--- src/hdl/ilid_pkg.sv ---
// ilid_pkg: shared codes, field widths and controller/datapath handshake structs
// for the indexed list block; no dependencies
`timescale 1ns / 1ps
`default_nettype none

package ilid_pkg;

    localparam int FUNC_W  = 2;
    localparam int POS_W   = 6;
    localparam int VALUE_W = 32;

    typedef enum logic [FUNC_W-1:0] {
        FUNC_REMOVE_FRONT = 2'd0,
        FUNC_INSERT_FRONT = 2'd1,
        FUNC_DELETE_AT    = 2'd2,
        FUNC_INSERT_AT    = 2'd3
    } func_t;

    // controller to datapath
    typedef struct packed {
        logic load;
        logic shift;
        logic finish;
        logic prime;
        logic emit;
        logic advance;
    } ilid_cmd_t;

    // datapath to controller
    typedef struct packed {
        logic shift_done;
        logic emit_last;
    } ilid_stat_t;

endpackage

`default_nettype wire

--- src/hdl/ilid_dpath.sv ---
// ilid_dpath: list memory, length, shift pointers and listing index
// depends on ilid_pkg; driven by ilid_ctrl commands
`timescale 1ns / 1ps
`default_nettype none

module ilid_dpath
    import ilid_pkg::*;
#(
    parameter int CAPACITY = 32
)
(
    input  wire logic                      clk,
    input  wire logic                      rst_n,
    input  wire ilid_cmd_t                 cmd,
    output ilid_stat_t                     stat,
    input  wire logic [FUNC_W-1:0]         func,
    input  wire logic [POS_W-1:0]          position,
    input  wire logic signed [VALUE_W-1:0] item_value,
    output logic signed [VALUE_W-1:0]      entry_value,
    output logic                           last_entry,
    output logic                           list_empty,
    output logic                           insert_dropped
);

    localparam int IW = $clog2(CAPACITY);
    localparam int LW = $clog2(CAPACITY + 1);
    localparam int CW = (LW > POS_W) ? LW : POS_W;

    logic [VALUE_W-1:0] mem [CAPACITY];
    logic [VALUE_W-1:0] rdata_reg;

    logic [LW-1:0]      len_reg, len_next;
    logic               pend_reg;
    logic [LW-1:0]      wa_reg;
    logic [LW-1:0]      cnt_reg;
    logic [LW-1:0]      rp_reg;
    logic [LW-1:0]      p_reg;
    logic [LW-1:0]      eidx_reg;
    logic [VALUE_W-1:0] val_reg;
    logic               ins_reg;
    logic               do_ins_reg;
    logic               do_del_reg;
    logic               dropped_reg;

    // request decode
    logic          at_front, is_ins, full;
    logic [CW-1:0] pos_ext, len_ext, ins_pos;
    logic [LW-1:0] p_new;
    logic          do_ins_new, do_del_new;

    always_comb
    begin
        at_front   = (func == FUNC_REMOVE_FRONT) || (func == FUNC_INSERT_FRONT);
        is_ins     = (func == FUNC_INSERT_FRONT) || (func == FUNC_INSERT_AT);
        full       = (len_reg == LW'(CAPACITY));
        pos_ext    = at_front ? '0 : CW'(position);
        len_ext    = CW'(len_reg);
        ins_pos    = (pos_ext > len_ext) ? len_ext : pos_ext;
        p_new      = is_ins ? ins_pos[LW-1:0] : pos_ext[LW-1:0];
        do_ins_new = is_ins && !full;
        do_del_new = !is_ins && (pos_ext < len_ext);
    end

    // memory port control
    logic               re, we;
    logic [IW-1:0]      ra, wa;
    logic [VALUE_W-1:0] wd;
    logic               shift_move;
    logic [LW-1:0]      eidx_inc;

    always_comb
    begin
        shift_move = cmd.shift && (cnt_reg != '0);
        eidx_inc   = eidx_reg + LW'(1);
        re         = shift_move || cmd.prime || cmd.emit;
        if (cmd.shift)
        begin
            ra = rp_reg[IW-1:0];
        end
        else if (cmd.prime)
        begin
            ra = '0;
        end
        else if (cmd.advance)
        begin
            ra = eidx_inc[IW-1:0];
        end
        else
        begin
            ra = eidx_reg[IW-1:0];
        end
        if (pend_reg)
        begin
            we = 1'b1;
            wa = wa_reg[IW-1:0];
            wd = rdata_reg;
        end
        else
        begin
            we = cmd.finish && do_ins_reg;
            wa = p_reg[IW-1:0];
            wd = val_reg;
        end
    end

    always_ff @(posedge clk)
    begin
        if (we)
        begin
            mem[wa] <= wd;
        end
        if (re)
        begin
            rdata_reg <= mem[ra];
        end
    end

    always_comb
    begin
        len_next = len_reg;
        if (cmd.finish && do_ins_reg)
        begin
            len_next = len_reg + LW'(1);
        end
        else if (cmd.finish && do_del_reg)
        begin
            len_next = len_reg - LW'(1);
        end
    end

    // control registers
    always_ff @(posedge clk or negedge rst_n)
    begin
        if (!rst_n)
        begin
            len_reg  <= '0;
            pend_reg <= 1'b0;
            cnt_reg  <= '0;
        end
        else
        begin
            len_reg  <= len_next;
            pend_reg <= shift_move;
            if (cmd.load)
            begin
                if (do_ins_new)
                begin
                    cnt_reg <= len_reg - p_new;
                end
                else if (do_del_new)
                begin
                    cnt_reg <= len_reg - p_new - LW'(1);
                end
                else
                begin
                    cnt_reg <= '0;
                end
            end
            else if (shift_move)
            begin
                cnt_reg <= cnt_reg - LW'(1);
            end
        end
    end

    // payload registers
    always_ff @(posedge clk)
    begin
        if (cmd.load)
        begin
            p_reg       <= p_new;
            val_reg     <= item_value;
            ins_reg     <= is_ins;
            do_ins_reg  <= do_ins_new;
            do_del_reg  <= do_del_new;
            dropped_reg <= is_ins && full;
            rp_reg      <= is_ins ? (len_reg - LW'(1)) : (p_new + LW'(1));
        end
        else if (shift_move)
        begin
            rp_reg <= ins_reg ? (rp_reg - LW'(1)) : (rp_reg + LW'(1));
            wa_reg <= ins_reg ? (rp_reg + LW'(1)) : (rp_reg - LW'(1));
        end
        if (cmd.prime)
        begin
            eidx_reg <= '0;
        end
        else if (cmd.advance)
        begin
            eidx_reg <= eidx_inc;
        end
    end

    always_comb
    begin
        stat.shift_done = (cnt_reg == '0) && !pend_reg;
        stat.emit_last  = (len_reg == '0) || (eidx_inc == len_reg);
    end

    assign list_empty     = (len_reg == '0);
    assign entry_value    = list_empty ? '0 : rdata_reg;
    assign last_entry     = stat.emit_last;
    assign insert_dropped = dropped_reg;

endmodule

`default_nettype wire

--- config.mk ---
export PLATFORM = sky130hd
export DESIGN_NAME = ilid_dpath
export DESIGN_NICKNAME = d
export VERILOG_FILES = /design/src/hdl/ilid_pkg.sv /design/src/hdl/ilid_dpath.sv
export SDC_FILE = /design/constraint.sdc
export NUM_CORES = 1
export LEC_CHECK = 0
export BUFFER_PORTS_ARGS = -buffer_cell sky130_fd_sc_hd__clkbuf_2
export CORE_MARGIN = 10
export CORE_UTILIZATION = 56
export DETAILED_ROUTE_END_ITERATION = 6
export PLACE_DENSITY = 0.81
export SLEW_MARGIN = 5
export SYNTH_ARGS = -nofsm -noshare
export SYNTH_HDL_FRONTEND = slang
export SYNTH_SLANG_ARGS = --single-unit
--- constraint.sdc ---
create_clock -name clk -period 3.6 [get_ports clk]
set_input_delay 0.54 -clock clk [delete_from_list [all_inputs] [get_ports clk]]
set_output_delay 0.54 -clock clk [all_outputs]
set_load 0.005 [all_outputs]
-- Word-level counts from Yosys, hierarchy flattened
Memories as Yosys holds them, arrays and structs flattened. A register that Yosys moved wholly into a read port is not among the register bits.
Cells that the tools add are included.
- eq/ne operators: 4
- divide/modulo/power cells: 0
- reductions and logical operators: 22
- multiplexer cells: 23
- order comparisons: 2
- shifts and indexed selects: 0
- bitwise logic cells: 1
- multipliers: 0
- add/subtract/negate cells: 9
- operators by type and width (cell ; number):
    6-bit 2-to-1 mux ; 13
    32-bit 2-to-1 mux ; 2
    5-bit 2-to-1 mux ; 5
    6-bit by 1-bit adder with 6-bit output (second input constant) ; 4
    6-bit by 1-bit subtractor with 6-bit output (second input constant) ; 4
    6-bit zero test ; 2
    1-bit logical AND ; 7
    6-bit equality test ; 1
    6-bit equality test (second input constant) ; 1
    6-bit > comparator ; 1
    6-bit < comparator ; 1
    6-bit nonzero test ; 1
    6-bit subtractor ; 1
    1-bit logical OR ; 5
    2-bit nonzero test ; 2
    1-bit zero test ; 3
    1-bit 2-to-1 mux ; 3
    2-bit by 1-bit equality test with 1-bit output (second input constant) ; 1
    2-bit equality test (second input constant) ; 1
    2-bit zero test ; 1
    2-bit AND reduction ; 1
    1-bit inverter ; 1
- latch bits: 0
- memories: 1
- bits in writable memories: 1024
- memory bits (read-only): 0
- output and inout port bits: 37
- bits in registers: 71
- logic and storage cells: 74
- memories (name ; depth ; width ; read ports ; clocked after memory_dff ; write ports ; line ; source):
    mem ; 32 ; 32 ; 1 ; 1 ; 1 ; ilid_dpath.sv:29 ; logic [VALUE_W-1:0] mem [CAPACITY];

-- Longest topological paths before layout
- depth after elaboration: 11
- mapped depth: 21

-- Least setup slack after synthesis
No wires, ideal clock.
- path type: in2reg
- from: input port func[1]
- to: register cnt_reg[5]
- arrival: 3.959 ns
- stages: 19
- path slack: -0.491 ns
- cells stage by stage: buf_6 > and2_2 > ha_1 > and3_1 > or3b_1 > o211a_2 > nor2_1 > nand2_1 > nand2_1 > ha_1 > inv_1 > ha_1 > inv_1 > o21ai_0 > or3_1 > o211ai_1 > xor2_1 > a211oi_1 > or3b_1
- cells in the longest elaborated chain, start to end: 11
- elaborated cells between the ends (all ways): 18
- classes of those cells: add/sub: 2; order compare: 2; eq/ne: 2; mux: 6; reduce/logical: 6
- ends and longest elaborated chain (what ; line ; source):
    start: declaration ; ilid_dpath.sv:16 ; input wire logic [FUNC_W-1:0] func,
    2-bit by 1-bit equality test with 1-bit output or 2-bit zero test (tied branches) ; ilid_dpath.sv:53, ilid_dpath.sv:54 ;
    1-bit logical OR ; ilid_dpath.sv:53 ; at_front = (func == FUNC_REMOVE_FRONT) || (func == FUNC_INSERT_FRONT);
    6-bit 2-to-1 mux ; ilid_dpath.sv:56 ; pos_ext = at_front ? '0 : CW'(position);
    6-bit > comparator ; ilid_dpath.sv:58 ; ins_pos = (pos_ext > len_ext) ? len_ext : pos_ext;
    6-bit 2-to-1 mux ; ilid_dpath.sv:58 ;
    6-bit 2-to-1 mux (*) ; ilid_dpath.sv:59 ; p_new = is_ins ? ins_pos[LW-1:0] : pos_ext[LW-1:0];
    net p_new[0] ; ilid_dpath.sv:48 ; logic [LW-1:0] p_new;
    6-bit subtractor (*) ; ilid_dpath.sv:148, ilid_dpath.sv:152 ;
    6-bit by 1-bit subtractor with 6-bit output ; ilid_dpath.sv:152 ; cnt_reg <= len_reg - p_new - LW'(1);
    6-bit 2-to-1 mux ; ilid_dpath.sv:150 ; else if (do_del_new)
    6-bit 2-to-1 mux (*) ; ilid_dpath.sv:146 ; if (do_ins_new)
    6-bit 2-to-1 mux (*) ; ilid_dpath.sv:144 ; if (cmd.load)
    end signal: assignment ; ilid_dpath.sv:148 ; cnt_reg <= len_reg - p_new;
    end signal: assignment ; ilid_dpath.sv:152 ;
    end signal: assignment ; ilid_dpath.sv:161 ; cnt_reg <= cnt_reg - LW'(1);
    end: declaration ; ilid_dpath.sv:35 ; logic [LW-1:0] cnt_reg;
The timed path passes the listed nets; every way through them passes the cells marked *.
A chain may end at the register's enable or synchronous reset.

-- Worst setup path in the final report
- from: register len_reg[4], in the netlist len_ext[4]
- to: register cnt_reg[5]
- cells in the longest elaborated chain, start to end: 8
- elaborated cells between the ends (all ways): 13
- classes of those cells: add/sub: 2; order compare: 2; eq/ne: 1; mux: 5; reduce/logical: 3
- ends and longest elaborated chain (what ; line ; source):
    start: declaration ; ilid_dpath.sv:32 ; logic [LW-1:0] len_reg, len_next;
    start signal: assignment ; ilid_dpath.sv:142 ; len_reg <= len_next;
    6-bit > comparator ; ilid_dpath.sv:58 ;
    6-bit 2-to-1 mux ; ilid_dpath.sv:58 ;
    6-bit 2-to-1 mux ; ilid_dpath.sv:59 ;
    6-bit subtractor ; ilid_dpath.sv:148, ilid_dpath.sv:152 ;
    6-bit by 1-bit subtractor with 6-bit output ; ilid_dpath.sv:152 ;
    6-bit 2-to-1 mux ; ilid_dpath.sv:150 ;
    6-bit 2-to-1 mux (*) ; ilid_dpath.sv:146 ;
    6-bit 2-to-1 mux (*) ; ilid_dpath.sv:144 ;
Every way passes the cells marked *; elsewhere a longest branch is shown, timed or not.

==> impl_results.rst <==
.. list-table::
   :header-rows: 1

   * - Metric
     - Value
   * - Status
     - finished, final reports clean
   * - Number of standard cells in the final layout excluding fillers
     - 3740
   * - Via count
     - 24900
   * - Highest clock frequency the design can meet
     - 0.280 GHz
   * - Maximum fanout along the worst path
     - 6
   * - Layout cell share with drive strength beyond 1
     - 27.3%
   * - Standard cell area after detailed placement
     - 47700 sq um
   * - HPWL after detailed placement
     - 63500 um
   * - All-layer global routing usage
     - 25.8%
   * - Post-route cell area
     - 51100 sq um
   * - CP dominant cell by count
     - buf_4
   * - Unrepaired setup endpoints after global routing
     - yes
   * - Flip-flop and latch count after synthesis
     - 1126
   * - Endpoint required time on the critical path
     - 4150 ps
   * - Count of maximum capacitance violations
     - 0
   * - Total of warnings raised by yosys
     - 0
   * - Category of the worst setup path launch point
     - flip-flop
   * - Fill cell count
     - 4879
   * - WL per Instance
     - 31.3 um
   * - Critical-path cell list
     - inv_2 > ha_4 > and3_4 > or3b_4 > o211ai_1 > buf_4 > nand3_1 > and2_1 > ha_1 > buf_4 > inv_1 > nor4_1 > buf_4 > o21a_1 > a211oi_2 > or3b_1
   * - Source-to-sink clock delay at the later pin of the worst-skew pair
     - 690 ps
   * - Floorplan die width
     - 303 um
   * - Number of vias per cell after detailed routing
     - 6.64
   * - Proportion of register bits with asynchronous set or reset after synthesis
     - 1.15%
   * - Nets@finish
     - 2671
   * - Endpoints failing setup
     - 0
   * - Syn-to-layout area delta
     - 14.2%
   * - Share of the yosys chip area belonging to registers
     - 75.3%
   * - Peak supply drop
     - 0.414 mV
   * - Starting Density
     - 56.5%
   * - Placement row count
     - 103
   * - Slew margin rel.
     - 17.6%
   * - Total Die Area
     - 91600 sq um
   * - Length of the first detailed-routing pass in iterations
     - 5
   * - Syn Inst Count
     - 2406
   * - Number of H-tree levels
     - 3
   * - Post-Synthesis Cell Area
     - 44700 sq um
   * - Most area-consuming cells after synthesis
     - edfxtp_1, mux4_2, nand2_1, nand3_1, mux2_2
   * - Total nets after synthesis
     - 2472
   * - IO Pins
     - 85
   * - Count of input and output buffers
     - 84
   * - CP Capture Type
     - flip-flop
   * - Post-synth top cells
     - edfxtp_1, nand2_1, mux4_2, nand3_1, clkbuf_1
   * - Antenna violations before repair
     - 2
   * - Period utilization
     - 99.0%
   * - Clock-pin transition on the worst setup and hold timing paths
     - 70 ps
   * - Area of the core
     - 79100 sq um
   * - Number of clock sinks
     - 1126
   * - Power Density
     - 707 nW/um^2
   * - Class of the tightest hold or removal check
     - in2reg
   * - Count of antenna-violating nets left after detailed routing
     - 0
   * - Placed cell count
     - 3545
   * - Arrival time of data at the critical path endpoint
     - 4120 ps
   * - WS Path Type
     - reg2reg
   * - Chip Height
     - 303 um
   * - Flip-flop cell with the highest count after synthesis
     - edfxtp_1
   * - Mean post-synth cell area
     - 18.6 sq um
   * - Total detailed-routing wirelength
     - 117000 um
   * - Most numerous cell in the Yosys netlist
     - edfxtp_1
   * - Highest-delay cell along the critical path
     - or3b_4
   * - Delay of the slowest cell on the worst path
     - 380 ps
   * - Leakage Power
     - 0.0167 uW
   * - Worst hold margin
     - 30.5 ps
   * - Number of enable-type register cells in the synthesized netlist
     - 1107
   * - Global placer's final weighted congestion
     - 0.882
   * - Min Tclk post-route
     - 3570 ps
   * - Number of global-route vias before repair
     - 25700
   * - Maximum number of buffers from clock root to sink
     - 3
   * - Post-synth top area share
     - 74.3%
   * - Transition time at the pin with the least slew margin
     - 1240 ps
   * - Fin. Hold Viols
     - 0
   * - Initial DRC Count
     - 3871
   * - CTS tree
     - done
   * - Biggest area consumer among synthesized cells
     - edfxtp_1
   * - Final Max Tran Viols
     - 0
   * - Largest register FFs
     - 1024
   * - CTS buffer count
     - 102
   * - Share of the core filled with cells
     - 64.6%
   * - Pin count of the biggest net entering global routing
     - 65
   * - Number of antenna repair diodes
     - 0
   * - Distinct cell type count of the synthesized netlist
     - 62
   * - Worst clock skew on the final layout
     - 24.4 ps
   * - Remaining global-route overflow
     - 0
   * - Root buffer selected by CTS
     - clkbuf_16
   * - Global-route wire length before repair
     - 173000 um
   * - Remaining design rule violation count
     - 0
-- worst max-delay path: cells and delay by family (launching register included) --
kind                     cells  cell delay, ps
AND/OR/NAND/NOR              6            1500
buffers and inverters        5             600
adder cells (fa/ha/maj)      2             570
AO/OA/AOI/OAI                3             420
flip-flops                   1             360
-- repair_timing --
action	in CTS	in global routing
hold buffers	1	0
resized for setup	2	9
cloned	0	0
setup buffers	1	4
hold endpoints to repair	13	0
pin swaps	2	6
endpoints found under the setup margin	2	19
-- cell families (layout without fill, tap and decap cells) --
family	count (synthesis)	after routing	synth area share, %
DFF	1126	1126	75.3
and+or+nand+nor	655	655	6.51
muxes	295	295	13.9
buffers and inverters	156	440	1.43
AOI/OAI and AO/OA	117	117	1.63
xor gates and xnor gates	39	39	0.764
adders and majority gates	18	18	0.503
-- where the power goes --
| group | internal [uW] | switching, uW |
|---|---|---|
| registers | 16500 | 450 |
| logic | 3180 | 5230 |
| clock network | 6020 | 4810 |
-- area by class of cell --
| type | count | area (sq um) | area share, % |
|---|---|---|---|
| Clock inverter | 73 | 668 | 1.31 |
| Multi-Input combinational cell | 1124 | 10800 | 21.2 |
| Inverter | 25 | 93.8 | 0.184 |
| Tap cell | 1050 | 1310 | 2.57 |
| Clock buffer | 116 | 2650 | 5.18 |
| Sequential cell | 1126 | 33700 | 65.9 |
| Timing Repair Buffer | 226 | 1850 | 3.63 |
-- cell usage in the layout (no fill, tap or decap), types with 14 or more instances in the layout --
cell type	netlist	final
clkbuf_16	0	104
mux4_2	256	256
nor2b_1	35	35
inv_1	25	21
nor2_4	0	33
nand3_1	169	168
buf_12	0	29
edfxtp_1	1107	1107
clkinv_1	0	30
xnor2_1	24	24
mux2_2	33	33
clkinv_2	0	20
clkbuf_2	1	83
nand2_1	341	339
o21ai_0	51	45
a21oi_1	20	16
nor2_1	57	24
xor2_1	15	14
ha_1	18	14
buf_4	1	113
-- path summary, 6_finish.rpt --
check,start,endpoint,slack [ps],cells past startpoint
worst max-delay path,len_ext[4]$_DFFE_PN0P_,cnt_reg[5]$_DFFE_PN0P_,30,16
worst min-delay path,item_value[14],val_reg[14]$_DFFE_PP_,30,1
worst max register to register,len_ext[4]$_DFFE_PN0P_,cnt_reg[5]$_DFFE_PN0P_,30,16
worst min register to register,eidx_reg[5]$_SDFFE_PP0P_,eidx_reg[5]$_SDFFE_PP0P_,550,2
max in group asynchronous,rst_n,pend_reg$_DFF_PN0_,3000,2
min in group asynchronous,rst_n,cnt_reg[4]$_DFFE_PN0P_,310,2
-- per-stage QoR --
stage	setup TNS [ps]	setup WS [ps]	total power [uW]
finish	0	34.8	36100
floorplan	-515	-233	22000
global route	-204	-114	37300
detailed placement	-1090	-463	25200
CTS	0	7.70	36000
global placement	-711	-319	24800
-- layer usage --
metal	vias to the layer above	global-route usage, %	part of all wire, %
met5	-	0	0.0085
met3	354	5.87	12
met4	2	10.7	4.1
met1	12600	33.0	33
met2	1965	42.7	50
li1	9928	-	-
Note: power is estimated with default switching activity, not from simulation.
