[config.mk]
export PLATFORM = sky130hd
export DESIGN_NAME = ilid_ctrl
export DESIGN_NICKNAME = d
export VERILOG_FILES = /design/src/hdl/ilid_pkg.sv /design/src/hdl/ilid_ctrl.sv
export SDC_FILE = /design/constraint.sdc
export NUM_CORES = 1
export LEC_CHECK = 0
export ABC_AREA = 1
export BUFFER_PORTS_ARGS = -buffer_cell sky130_fd_sc_hd__buf_4
export CORE_AREA = 4 4 41 43
export DETAILED_ROUTE_END_ITERATION = 6
export DIE_AREA = 0 0 45 47
export SLEW_MARGIN = 10
export SYNTH_ARGS = -nofsm -noshare
export SYNTH_HDL_FRONTEND = slang
export SYNTH_SLANG_ARGS = --single-unit
[constraint.sdc]
create_clock -name clk -period 1.1 [get_ports clk]
set_input_delay 0 -clock clk [delete_from_list [all_inputs] [get_ports clk]]
set_output_delay 0 -clock clk [all_outputs]
set_load 0.01 [all_outputs]
[src/hdl/ilid_pkg.sv]
// ilid_pkg: shared codes, field widths and controller/datapath handshake structs
// for the indexed list block; no dependencies
`timescale 1ns / 1ps
`default_nettype none

package ilid_pkg;

    localparam int FUNC_W  = 2;
    localparam int POS_W   = 6;
    localparam int VALUE_W = 32;

    typedef enum logic [FUNC_W-1:0] {
        FUNC_REMOVE_FRONT = 2'd0,
        FUNC_INSERT_FRONT = 2'd1,
        FUNC_DELETE_AT    = 2'd2,
        FUNC_INSERT_AT    = 2'd3
    } func_t;

    // controller to datapath
    typedef struct packed {
        logic load;
        logic shift;
        logic finish;
        logic prime;
        logic emit;
        logic advance;
    } ilid_cmd_t;

    // datapath to controller
    typedef struct packed {
        logic shift_done;
        logic emit_last;
    } ilid_stat_t;

endpackage

`default_nettype wire

[src/hdl/ilid_ctrl.sv]
// ilid_ctrl: request sequencing state machine (accept, shift, prime, list)
// depends on ilid_pkg
`timescale 1ns / 1ps
`default_nettype none

module ilid_ctrl
    import ilid_pkg::*;
(
    input  wire logic       clk,
    input  wire logic       rst_n,
    input  wire logic       req_valid,
    output logic            req_ready,
    output logic            rsp_valid,
    input  wire logic       rsp_ready,
    output ilid_cmd_t       cmd,
    input  wire ilid_stat_t stat
);

    typedef enum logic [1:0] {
        ST_IDLE,
        ST_SHIFT,
        ST_PRIME,
        ST_EMIT
    } state_t;

    state_t state_reg;
    logic   rsp_valid_reg;

    always_ff @(posedge clk or negedge rst_n)
    begin
        if (!rst_n)
        begin
            state_reg     <= ST_IDLE;
            rsp_valid_reg <= 1'b0;
        end
        else
        begin
            case (state_reg)
                ST_IDLE:
                begin
                    if (req_valid)
                    begin
                        state_reg <= ST_SHIFT;
                    end
                end
                ST_SHIFT:
                begin
                    if (stat.shift_done)
                    begin
                        state_reg <= ST_PRIME;
                    end
                end
                ST_PRIME:
                begin
                    state_reg     <= ST_EMIT;
                    rsp_valid_reg <= 1'b1;
                end
                ST_EMIT:
                begin
                    if (rsp_ready && stat.emit_last)
                    begin
                        state_reg     <= ST_IDLE;
                        rsp_valid_reg <= 1'b0;
                    end
                end
                default:
                begin
                    state_reg     <= ST_IDLE;
                    rsp_valid_reg <= 1'b0;
                end
            endcase
        end
    end

    assign req_ready = (state_reg == ST_IDLE);
    assign rsp_valid = rsp_valid_reg;

    always_comb
    begin
        cmd.load    = (state_reg == ST_IDLE) && req_valid;
        cmd.shift   = (state_reg == ST_SHIFT);
        cmd.finish  = (state_reg == ST_SHIFT) && stat.shift_done;
        cmd.prime   = (state_reg == ST_PRIME);
        cmd.emit    = (state_reg == ST_EMIT);
        cmd.advance = (state_reg == ST_EMIT) && rsp_ready && !stat.emit_last;
    end

endmodule

`default_nettype wire

Word level (Yosys, flattened, before mapping)
Index checks and enable logic that the tools add are counted.
{ "classes": {"n_addsub": 0, "n_mul": 0, "div": 0, "magnitude_cmp": 0, "eq_ne": 6, "shift": 0, "muxes": 6, "n_bitwise": 0, "reduce_logical": 10} }
{ "op_table": {"columns": ["op", "count"], "rows": [
  ["$pmux 2 s4", 1],
  ["$mux 2", 3],
  ["$logic_and 1x1->1", 5],
  ["$eq 2x2->1 const B", 2],
  ["$ne 2x1->1 const B", 2],
  ["$reduce_and 3->1", 1],
  ["$eq 2x1->1 const B", 1],
  ["$logic_not 2->1", 1],
  ["$ne 2x2->1 const B", 1],
  ["$pmux 1 s2", 1],
  ["$reduce_and 2->1", 1],
  ["$reduce_bool 2->1", 1],
  ["$logic_not 1->1", 1],
  ["$mux 1", 1]
]} }
{ "totals": {"reg_bits": 3, "latchBits": 0, "ram_bits": 0, "rom_bits": 0, "input_bits": 6, "out_inout_bits": 8, "wordCells": 24, "n_memories": 0} }

Logic depth before layout (Yosys ltp)
Gate-level depths: netlist of run 1.
{ "depth": {"ltp_word": 3, "depth_mapped": 6} }

Worst setup path before layout of run 1
No wires, ideal clock.
{ "synth_timing": {"path_type": "register to register", "from": "register state_reg[0]", "to": "register state_reg[0]", "setup_ps": 117, "t_arrival_ps": 963, "required_ps": 983, "setup_slack_ps": 20, "stages_incl_launch_ff": 7, "path_buffers": 0, "period_less_slack_ps": 1080, "cell_sequence": "dfrtp_1 inv_1 ha_1 nand2_2 nand3_2 nand2_1 nand2_1"} }
{ "synth_via": {"elab_chain_cells": 3, "word_cells_on_any_way": 9, "cone_classes": "6 x eq/ne; 1 x mux; 2 x reduce/logical"} }
{ "synth_rtl": {"columns": ["element", "line", "rtl"], "rows": [
  ["start: declaration", "ilid_ctrl.sv:26", "state_t state_reg;"],
  ["start signal: assignment", "ilid_ctrl.sv:33", "state_reg <= ST_IDLE;"],
  ["start signal: assignment", "ilid_ctrl.sv:43", "state_reg <= ST_SHIFT;"],
  ["start signal: assignment", "ilid_ctrl.sv:50", "state_reg <= ST_PRIME;"],
  ["$logic_not 2->1 *", null, null],
  ["net req_ready", "ilid_ctrl.sv:12", "output logic req_ready,"],
  ["$ne 2x2->1 (no line)", null, null],
  ["$reduce_and 3->1 (no line)", null, null]
]} }
Mark *: on every way through the listed nets, which the timed path passes. The rest lies on a longest branch.
A chain may end at the register's enable or synchronous reset.

==> flow_summary.rst, run 1 <==
.. list-table::
   :header-rows: 1

   * - Metric
     - Value
   * - CTS H-Tree Depth
     - 1
   * - Clock period minus final worst setup slack
     - approximately 1.2 ns
   * - Arr. time, crit path
     - around 1.2 ns
   * - Total area of multi-input combinational cells
     - roughly 200 um^2
   * - Unrepaired setup endpoints after global routing
     - true
   * - Worst Tran Pin Value
     - about 0.15 ns
   * - Layout filler cell count
     - 147
   * - Number of clock buffers inserted by TritonCTS
     - 3
   * - Diodes inserted
     - 0
   * - Post-synthesis register bit count
     - 3
   * - Yosys warnings
     - 0
   * - Via count of the routed design
     - about 290
   * - Maximum number of pins on one net before global-route repair
     - 6
   * - Number of endpoints failing setup at the final stage
     - 4
   * - Horiz. Die Dim
     - between 40 and 50 um
   * - Clock slew at the register clock pins of the worst setup and hold paths
     - roughly 0.04 ns
   * - Max FFs per register
     - 2
   * - Detailed-route wire length
     - ~660 um
   * - CTS tree
     - built
   * - Register cell area after layout
     - 77.6 um^2
   * - Cell at the root of the clock tree
     - clkbuf_4
   * - Average detailed-routed wire length per instance
     - roughly 9.0 um
   * - Fraction of the core area covered by cells at the end of the flow
     - about two fifths
   * - Drc violations
     - 0
   * - Die Height
     - roughly 47 um
   * - Row cnt
     - 13
   * - Number of pins exceeding their max-slew limit in the final report
     - 0
   * - Antenna viol nets, final
     - 0
   * - Floorplan die area
     - 0.00212 mm^2
   * - Kind of critical path
     - reg -> out
   * - Congestion Overflow GR
     - 0
   * - Highest net fanout along the worst path
     - 4
   * - Layout Area Growth over Synthesis
     - 107%
   * - Number of cells produced by synthesis
     - 35
   * - WP data required
     - ~1.1 ns
   * - Final clock period utilization by the worst path
     - 107%
   * - Clock skew
     - ~0.0040 ns
   * - FMAX
     - approximately 850 MHz
   * - Fin. Hold Viols
     - 0
   * - Total number of clock tree sinks
     - 3
   * - Synthesized area per cell
     - about 7.1 um^2
   * - Distinct cells, synth
     - 10
   * - Iteration-0 DRC Markers
     - 2
   * - Nets
     - 69
   * - Initial Utilization
     - a little under a fifth
   * - Pwr dens
     - roughly 2800 mW/mm^2
   * - Met3 Wirelength
     - approximately 60 um
   * - Hold WS
     - around 0.096 ns
   * - Proportion of layout cells with a drive suffix above 1
     - between 60% and 70%
   * - Largest buffer count on any clock path
     - 2
   * - Result of the run
     - complete, but fails checks
   * - Maximum vdd ir drop
     - roughly 0.7 mV
   * - Via count of the first global-routing pass
     - around 300
   * - First drt pass iteration count
     - 2
   * - Synthesized net count
     - between 40 and 50
   * - Sum of routed wire segments on met1
     - about 230 um
   * - Via density per instance
     - ~4
   * - Antenna violations before repair
     - 0
   * - Failing checks
     - negative setup slack
   * - Fin worst setup slack
     - -0.0764 ns
   * - Max Used Layer
     - met3
   * - Maximum capacitance violations
     - 0
   * - Final estimated routing congestion in global placement
     - between 0.6 and 0.7
   * - Quantity of I/O buffers inserted on ports
     - 13
   * - Kind of capture point of the worst setup path
     - primary output
   * - Met2 WL
     - between 300 and 400 um
   * - Total leakage power
     - about 0.28 nW
   * - Estimated wirelength of the detail-placed design
     - ~470 um
   * - Share of the yosys chip area belonging to registers
     - 30.2%
   * - IO Count
     - 14
   * - Total global-route track usage
     - 6.73%
   * - Worst slew margin relative to its limit
     - between 90% and 100%
   * - Worst skew pair latency
     - 0.23 ns
   * - Synthesized cell area
     - between 200 and 250 um^2
   * - Core outline area
     - roughly 0.0013 mm^2
   * - Worst Hold Class
     - in -> async
   * - Category of the worst setup path launch point
     - flop
   * - Global-route wire length before repair
     - about 1 mm
-- worst paths after layout --
path | endpoint | startpoint | cells after the start | slack (ns)
hold reg to reg | rsp_valid$_DFFE_PN0P_ | rsp_valid$_DFFE_PN0P_ | 2 | 0.49
setup reg to reg | state_reg[1]$_DFFE_PN0P_ | state_reg[0]$_DFFE_PN0P_ | 7 | -0.04
setup / recovery | cmd[5] | state_reg[0]$_DFFE_PN0P_ | 6 | -0.08
max in group asynchronous | state_reg[1]$_DFFE_PN0P_ | rst_n | 2 | 0.90
hold / removal | state_reg[0]$_DFFE_PN0P_ | rst_n | 2 | 0.1
min in group clk | rsp_valid$_DFFE_PN0P_ | stat[0] | 4 | 0.10
-- what timing repair did --
action / in CTS / in global routing
setup buffers: 3 / 1
pin swaps: 8 / 4
gates resized for setup: 16 / 6
endpoints found under the hold margin: 3 / 0
hold buffers: 1 / 0
endpoints found under the setup margin: 8 / 8
-- layout by cell type (no fill, tap or decap), types with 2 or more instances in the layout --
| cell type | Yosys | layout |
|---|---|---|
| clkbuf_4 | 0 | 3 |
| inv_1 | 9 | 5 |
| buf_4 | 0 | 14 |
| nand2_1 | 10 | 7 |
| nor2_1 | 2 | 2 |
| nand2_2 | 2 | 3 |
| nand2_4 | 0 | 2 |
| dfrtp_2 | 0 | 2 |
| ha_4 | 0 | 3 |
| buf_6 | 0 | 4 |
| inv_2 | 0 | 3 |
| nand4_1 | 2 | 2 |
-- cell usage after synthesis --
library cell | number | area, um^2
o21ai_1 | 1 | 5.00
nor2_1 | 2 | 7.51
dfrtp_1 | 3 | 75.1
nand2_2 | 2 | 12.5
ha_1 | 4 | 50.1
inv_1 | 9 | 33.8
nand3_2 | 1 | 10.0
nand4_1 | 2 | 12.5
nand2_1 | 10 | 37.5
nand3_1 | 1 | 5.00
-- layout make-up --
cell class / instances / share of cell area [%]
Clock buffer: 4 / 5.11
Inverter: 9 / 7.06
Multi-Input combinational cell: 23 / 38.0
Tap cell: 15 / 3.65
Sequential cell: 3 / 15.1
Timing Repair Buffer: 19 / 31.1
-- stage by stage --
stage / setup WS [ns] / power [mW] / TNS [ns] / instance area [um^2] / std cells
floorplan: 0.0200 / 0.618 / 0 / 249 / 35
global placement: -0.00696 / 0.916 / -0.00696 / 380 / 65
CTS: -0.0856 / 1.33 / -0.236 / 482 / 72
detailed placement: -0.0256 / 0.929 / -0.0442 / 380 / 65
finish: -0.0764 / 1.43 / -0.157 / 514 / 73
global route: -0.121 / 1.54 / -0.526 / 514 / 73
-- worst max-delay path, cell delays in order, from the launching register on --
cell and delay, ns:
dfrtp_2 0.42, inv_2 0.07, ha_4 0.16, buf_6 0.11, nand2_4 0.04, inv_2 0.03, buf_6 0.10
-- cells by family (layout without fill, tap and decap cells) --
group	after synthesis	in the layout	synth area share, %
buffers and inverters	9	32	13.6
AO/OA/AOI/OAI	1	1	2.01
AND/OR/NAND/NOR	18	18	34.2
adder cells (fa/ha/maj)	4	4	20.1
flip-flops	3	3	30.1
-- routing by layer --
metal  global-route usage (%)  vias to the layer above
met5                        0                        -
met4                     5.26                        0
met3                     2.30                        0
met2                     13.3                        9
met1                     5.26                      133
li1                         -                      150
-- power breakdown --
group | total (mW) | leakage [nW] | internal [mW] | switching (mW)
Combinational | 0.976 | 0.231 | 0.531 | 0.445
Sequential | 0.263 | 0.0319 | 0.176 | 0.0869
Clock | 0.187 | 0.0150 | 0.136 | 0.0519
Total | 1.43 | 0.278 | 0.843 | 0.584
Note: power is estimated with default switching activity, not from simulation.
==> inputs of run 2 (changes only) <==
--- a/config.mk
+++ b/config.mk
@@ -10,6 +10,7 @@
 export CORE_AREA = 4 4 41 43
 export DETAILED_ROUTE_END_ITERATION = 6
 export DIE_AREA = 0 0 45 47
+export GPL_ROUTABILITY_DRIVEN = 0
 export SLEW_MARGIN = 10
 export SYNTH_ARGS = -nofsm -noshare
 export SYNTH_HDL_FRONTEND = slang
==> constraint.sdc (replaced) <==
create_clock -name clk -period 1.1 [get_ports clk]
set_input_delay 0.055 -clock clk [delete_from_list [all_inputs] [get_ports clk]]
set_output_delay 0.055 -clock clk [all_outputs]
set_load 0.01 [all_outputs]
==> run 2 against run 1 <==
Net effect: the flow still finishes with violations (negative setup slack); die area stayed put; maximum frequency is 0.46% lower; critical path depth is 1 lower; register-to-register slack better by 0.04 ns; sequential share of layout area is 0.85 points higher; first-iteration DRC count is 50% higher; critical path type unchanged; largest cell class unchanged.
==> flow_summary.rst, run 2 (same netlist as run 1, synthesis figures left out) <==
.. list-table::
   :header-rows: 1

   * - Metric
     - Value
   * - WP data required
     - 1.04 ns (-0.06 ns)
   * - Failing checks
     - negative setup slack
   * - CTS H-Tree Depth
     - 1 (unchanged)
   * - Highest net fanout along the worst path
     - 4 (unchanged)
   * - Commonest non-fill, non-tap cell in the layout
     - buf_4
   * - Clock period minus final worst setup slack
     - 1.18 ns (+0.00543 ns)
   * - Via count of the routed design
     - 265 (-9.2%)
   * - Maximum capacitance violations
     - 0 (unchanged)
   * - Placed cell count
     - 64 (-1.5%)
   * - Global-route wire length before repair
     - 924 um (-7.6%)
   * - Stage delay of the slowest cell on the critical path
     - 0.45 ns (+0.03 ns)
   * - Horiz. Die Dim
     - 45 um (unchanged)
   * - Total leakage power
     - 0.246 nW (-11%)
   * - Row cnt
     - 13 (unchanged)
   * - Worst-case register-to-register setup slack
     - 0 ns (+0.04 ns)
   * - Cell at the root of the clock tree
     - clkbuf_4
   * - Clock slew at the register clock pins of the worst setup and hold paths
     - 0.04 ns (about the same)
   * - WHS Path Cells
     - 4
   * - Fraction of the core area covered by cells at the end of the flow
     - 37.4% (-2.1 points)
   * - Maximum number of pins on one net before global-route repair
     - 6 (unchanged)
   * - Kind of capture point of the worst setup path
     - primary output
   * - Max Used Layer
     - met3
   * - Die Height
     - 47 um (unchanged)
   * - Unrepaired setup endpoints after global routing
     - true
   * - Largest buffer count on any clock path
     - 2 (unchanged)
   * - IO Count
     - 14 (unchanged)
   * - Clock skew
     - 0.00128 ns (-0.00271 ns)
   * - Worst skew pair latency
     - 0.23 ns (about the same)
   * - CTS tree
     - built
   * - Final clock period utilization by the worst path
     - 107% (+0.49 points)
   * - Terminus of the critical flop-to-flop path
     - rsp_valid$_DFFE_PN0P_
   * - Core outline area
     - 0.00130 mm^2 (unchanged)
   * - Number of clock buffers inserted by TritonCTS
     - 3 (unchanged)
   * - Setup total negative slack
     - -0.256 ns (-0.0985 ns)
   * - Startpoint of the most critical hold path
     - stat[0]
   * - Number of endpoints failing setup at the final stage
     - 6 (+2)
   * - Layout Area Growth over Synthesis
     - 95.5%
   * - Detailed-route wire length
     - 582 um (-11%)
   * - Quantity of I/O buffers inserted on ports
     - 13 (unchanged)
   * - Congestion Overflow GR
     - 0 (unchanged)
   * - Number of pins exceeding their max-slew limit in the final report
     - 0 (unchanged)
   * - Diodes inserted
     - 0 (unchanged)
   * - Fin. Hold Viols
     - 0 (unchanged)
   * - Filler-free cell count of the finished design
     - 69 (-5.5%)
   * - First drt pass iteration count
     - 2 (unchanged)
   * - Sum of routed wire segments on met1
     - 227 um (-0.44%)
   * - Result of the run
     - complete, but fails checks
   * - Via density per instance
     - 3.84 (-4.0%)
   * - Worst slew margin relative to its limit
     - 89.6% (-0.72 points)
   * - Layout filler cell count
     - 143 (-2.7%)
   * - Met3 Wirelength
     - 73 um (+22%)
   * - Startpoint of the worst register-to-register path
     - state_reg[1]$_DFFE_PN0P_
   * - Worst Tran Pin Value
     - 0.156 ns (+0.0108 ns)
   * - Fin worst setup slack
     - -0.0818 ns (-0.00543 ns)
   * - Highest-count cells in the layout ignoring fill and taps
     - 8 x buf_4, 6 x nand2_2, 6 x nand2_1, 6 x buf_6
   * - Nets
     - 65 (-5.8%)
   * - Antenna viol nets, final
     - 0 (unchanged)
   * - Worst Hold Path EP
     - rsp_valid$_DFFE_PN0P_
   * - Met2 WL
     - 280 um (-24%)
   * - Total global-route track usage
     - 6.49% (-0.24 points)
   * - Kind of critical path
     - reg -> out
   * - Drc violations
     - 0 (unchanged)
   * - Average detailed-routed wire length per instance
     - 8.43 um (-6.0%)
   * - Floorplan die area
     - 0.00212 mm^2 (unchanged)
   * - Antenna violations before repair
     - 0 (unchanged)
   * - Iteration-0 DRC Markers
     - 3 (+1)
   * - Cells on worst reg2reg path
     - 6 (-1)
   * - Most used cell along the critical path
     - inv_2
   * - Category of the worst setup path launch point
     - flop
   * - Maximum vdd ir drop
     - 0.962 mV (+36%)
   * - Via count of the first global-routing pass
     - 228 (-23%)
   * - FMAX
     - 846 MHz (-0.46%)
   * - Chain of cells forming the critical path
     - inv_2 -> ha_4 -> nand2_2 -> inv_2 -> buf_6
   * - Worst Hold Class
     - in -> reg
   * - Critical path buffer and inverter count
     - 3 (-1)
   * - Max FFs per register
     - 2 (unchanged)
   * - Estimated wirelength of the detail-placed design
     - 429 um (-9.7%)
   * - Arr. time, crit path
     - 1.13 ns (-0.05 ns)
   * - Crit-path slowest cell
     - dfrtp_2
   * - Number of gates on the worst path with buffers counted
     - 5 (-1)
   * - Hold WS
     - 0.137 ns (+0.0406 ns)
   * - Total number of clock tree sinks
     - 3 (unchanged)
   * - Initial Utilization
     - 19.1% (unchanged)
   * - Proportion of layout cells with a drive suffix above 1
     - 64.8% (+2.7 points)
   * - Pwr dens
     - 2780 mW/mm^2 (+0.28%)
   * - Top cell family by delay on the critical path
     - flip-flops
run 2: changes by cell type in the layout (fill, tap and decap cells not counted), sizes merged:
cell,before,now
buf,18,14
run 2: final cells by class:
class                           instances  area [um^2]  share of cell area (%)
Timing Repair Buffer                   15          138                    28.3
Clock buffer                            4         26.3                    5.40
Inverter                                9         36.3                    7.46
Tap cell                               15         18.8                    3.86
Multi-Input combinational cell         23          190                    39.1
Sequential cell                         3         77.6                    15.9
run 2: how the worst max path moves through the flow:
stage	start	to	slack, ns
after floorplan	state_reg[0]$_DFFE_PN0P_	state_reg[0]$_DFFE_PN0P_	0.02
after global placement	state_reg[0]$_DFFE_PN0P_	state_reg[0]$_DFFE_PN0P_	0.02
after detailed placement	state_reg[0]$_DFFE_PN0P_	state_reg[1]$_DFFE_PN0P_	-0.006
after CTS	state_reg[1]$_DFFE_PN0P_	cmd[5]	-0.08
after global routing	state_reg[0]$_DFFE_PN0P_	cmd[5]	-0.13
final	state_reg[0]$_DFFE_PN0P_	cmd[5]	-0.08
run 2: worst min-delay path: cells and delay by family:
kind,cells,cell delay (ns)
buf+inv,2,0.13
simple gates,1,0.07
compound gates,1,0.07
run 2: stage by stage:
step           cell area [um^2]  total power [mW]  worst slack, ns
2_1_floorplan               249             0.618           0.0200
3_3_place_gp                373             0.889           0.0153
3_5_place_dp                373             0.888         -0.00618
4_1_cts                     465              1.28          -0.0806
5_1_grt                     487              1.48           -0.127
6_report                    487              1.35          -0.0818
run 2: power breakdown:
| group | switching (mW) | internal [mW] | total (mW) | leakage (nW) |
|---|---|---|---|---|
| sequential | 0.0927 | 0.176 | 0.269 | 0.0319 |
| combinational | 0.413 | 0.483 | 0.897 | 0.200 |
| clock | 0.0525 | 0.136 | 0.188 | 0.0150 |
| total | 0.558 | 0.795 | 1.35 | 0.246 |
run 2: timing repair:
item | CTS | global route
hold buffers | 1 | 0
setup endpoints to repair | 8 | 10
setup buffers | 1 | 0
endpoints found under the hold margin | 3 | 0
resized for setup | 16 | 9
pin swaps | 4 | 2
run 2: metal layers:
metal / global-route usage, % / vias up
met2: 9.89 / 9
met1: 6.39 / 113
li1: - / 143
met4: 5.26 / 0
met5: 0 / -
met3: 3.83 / 0
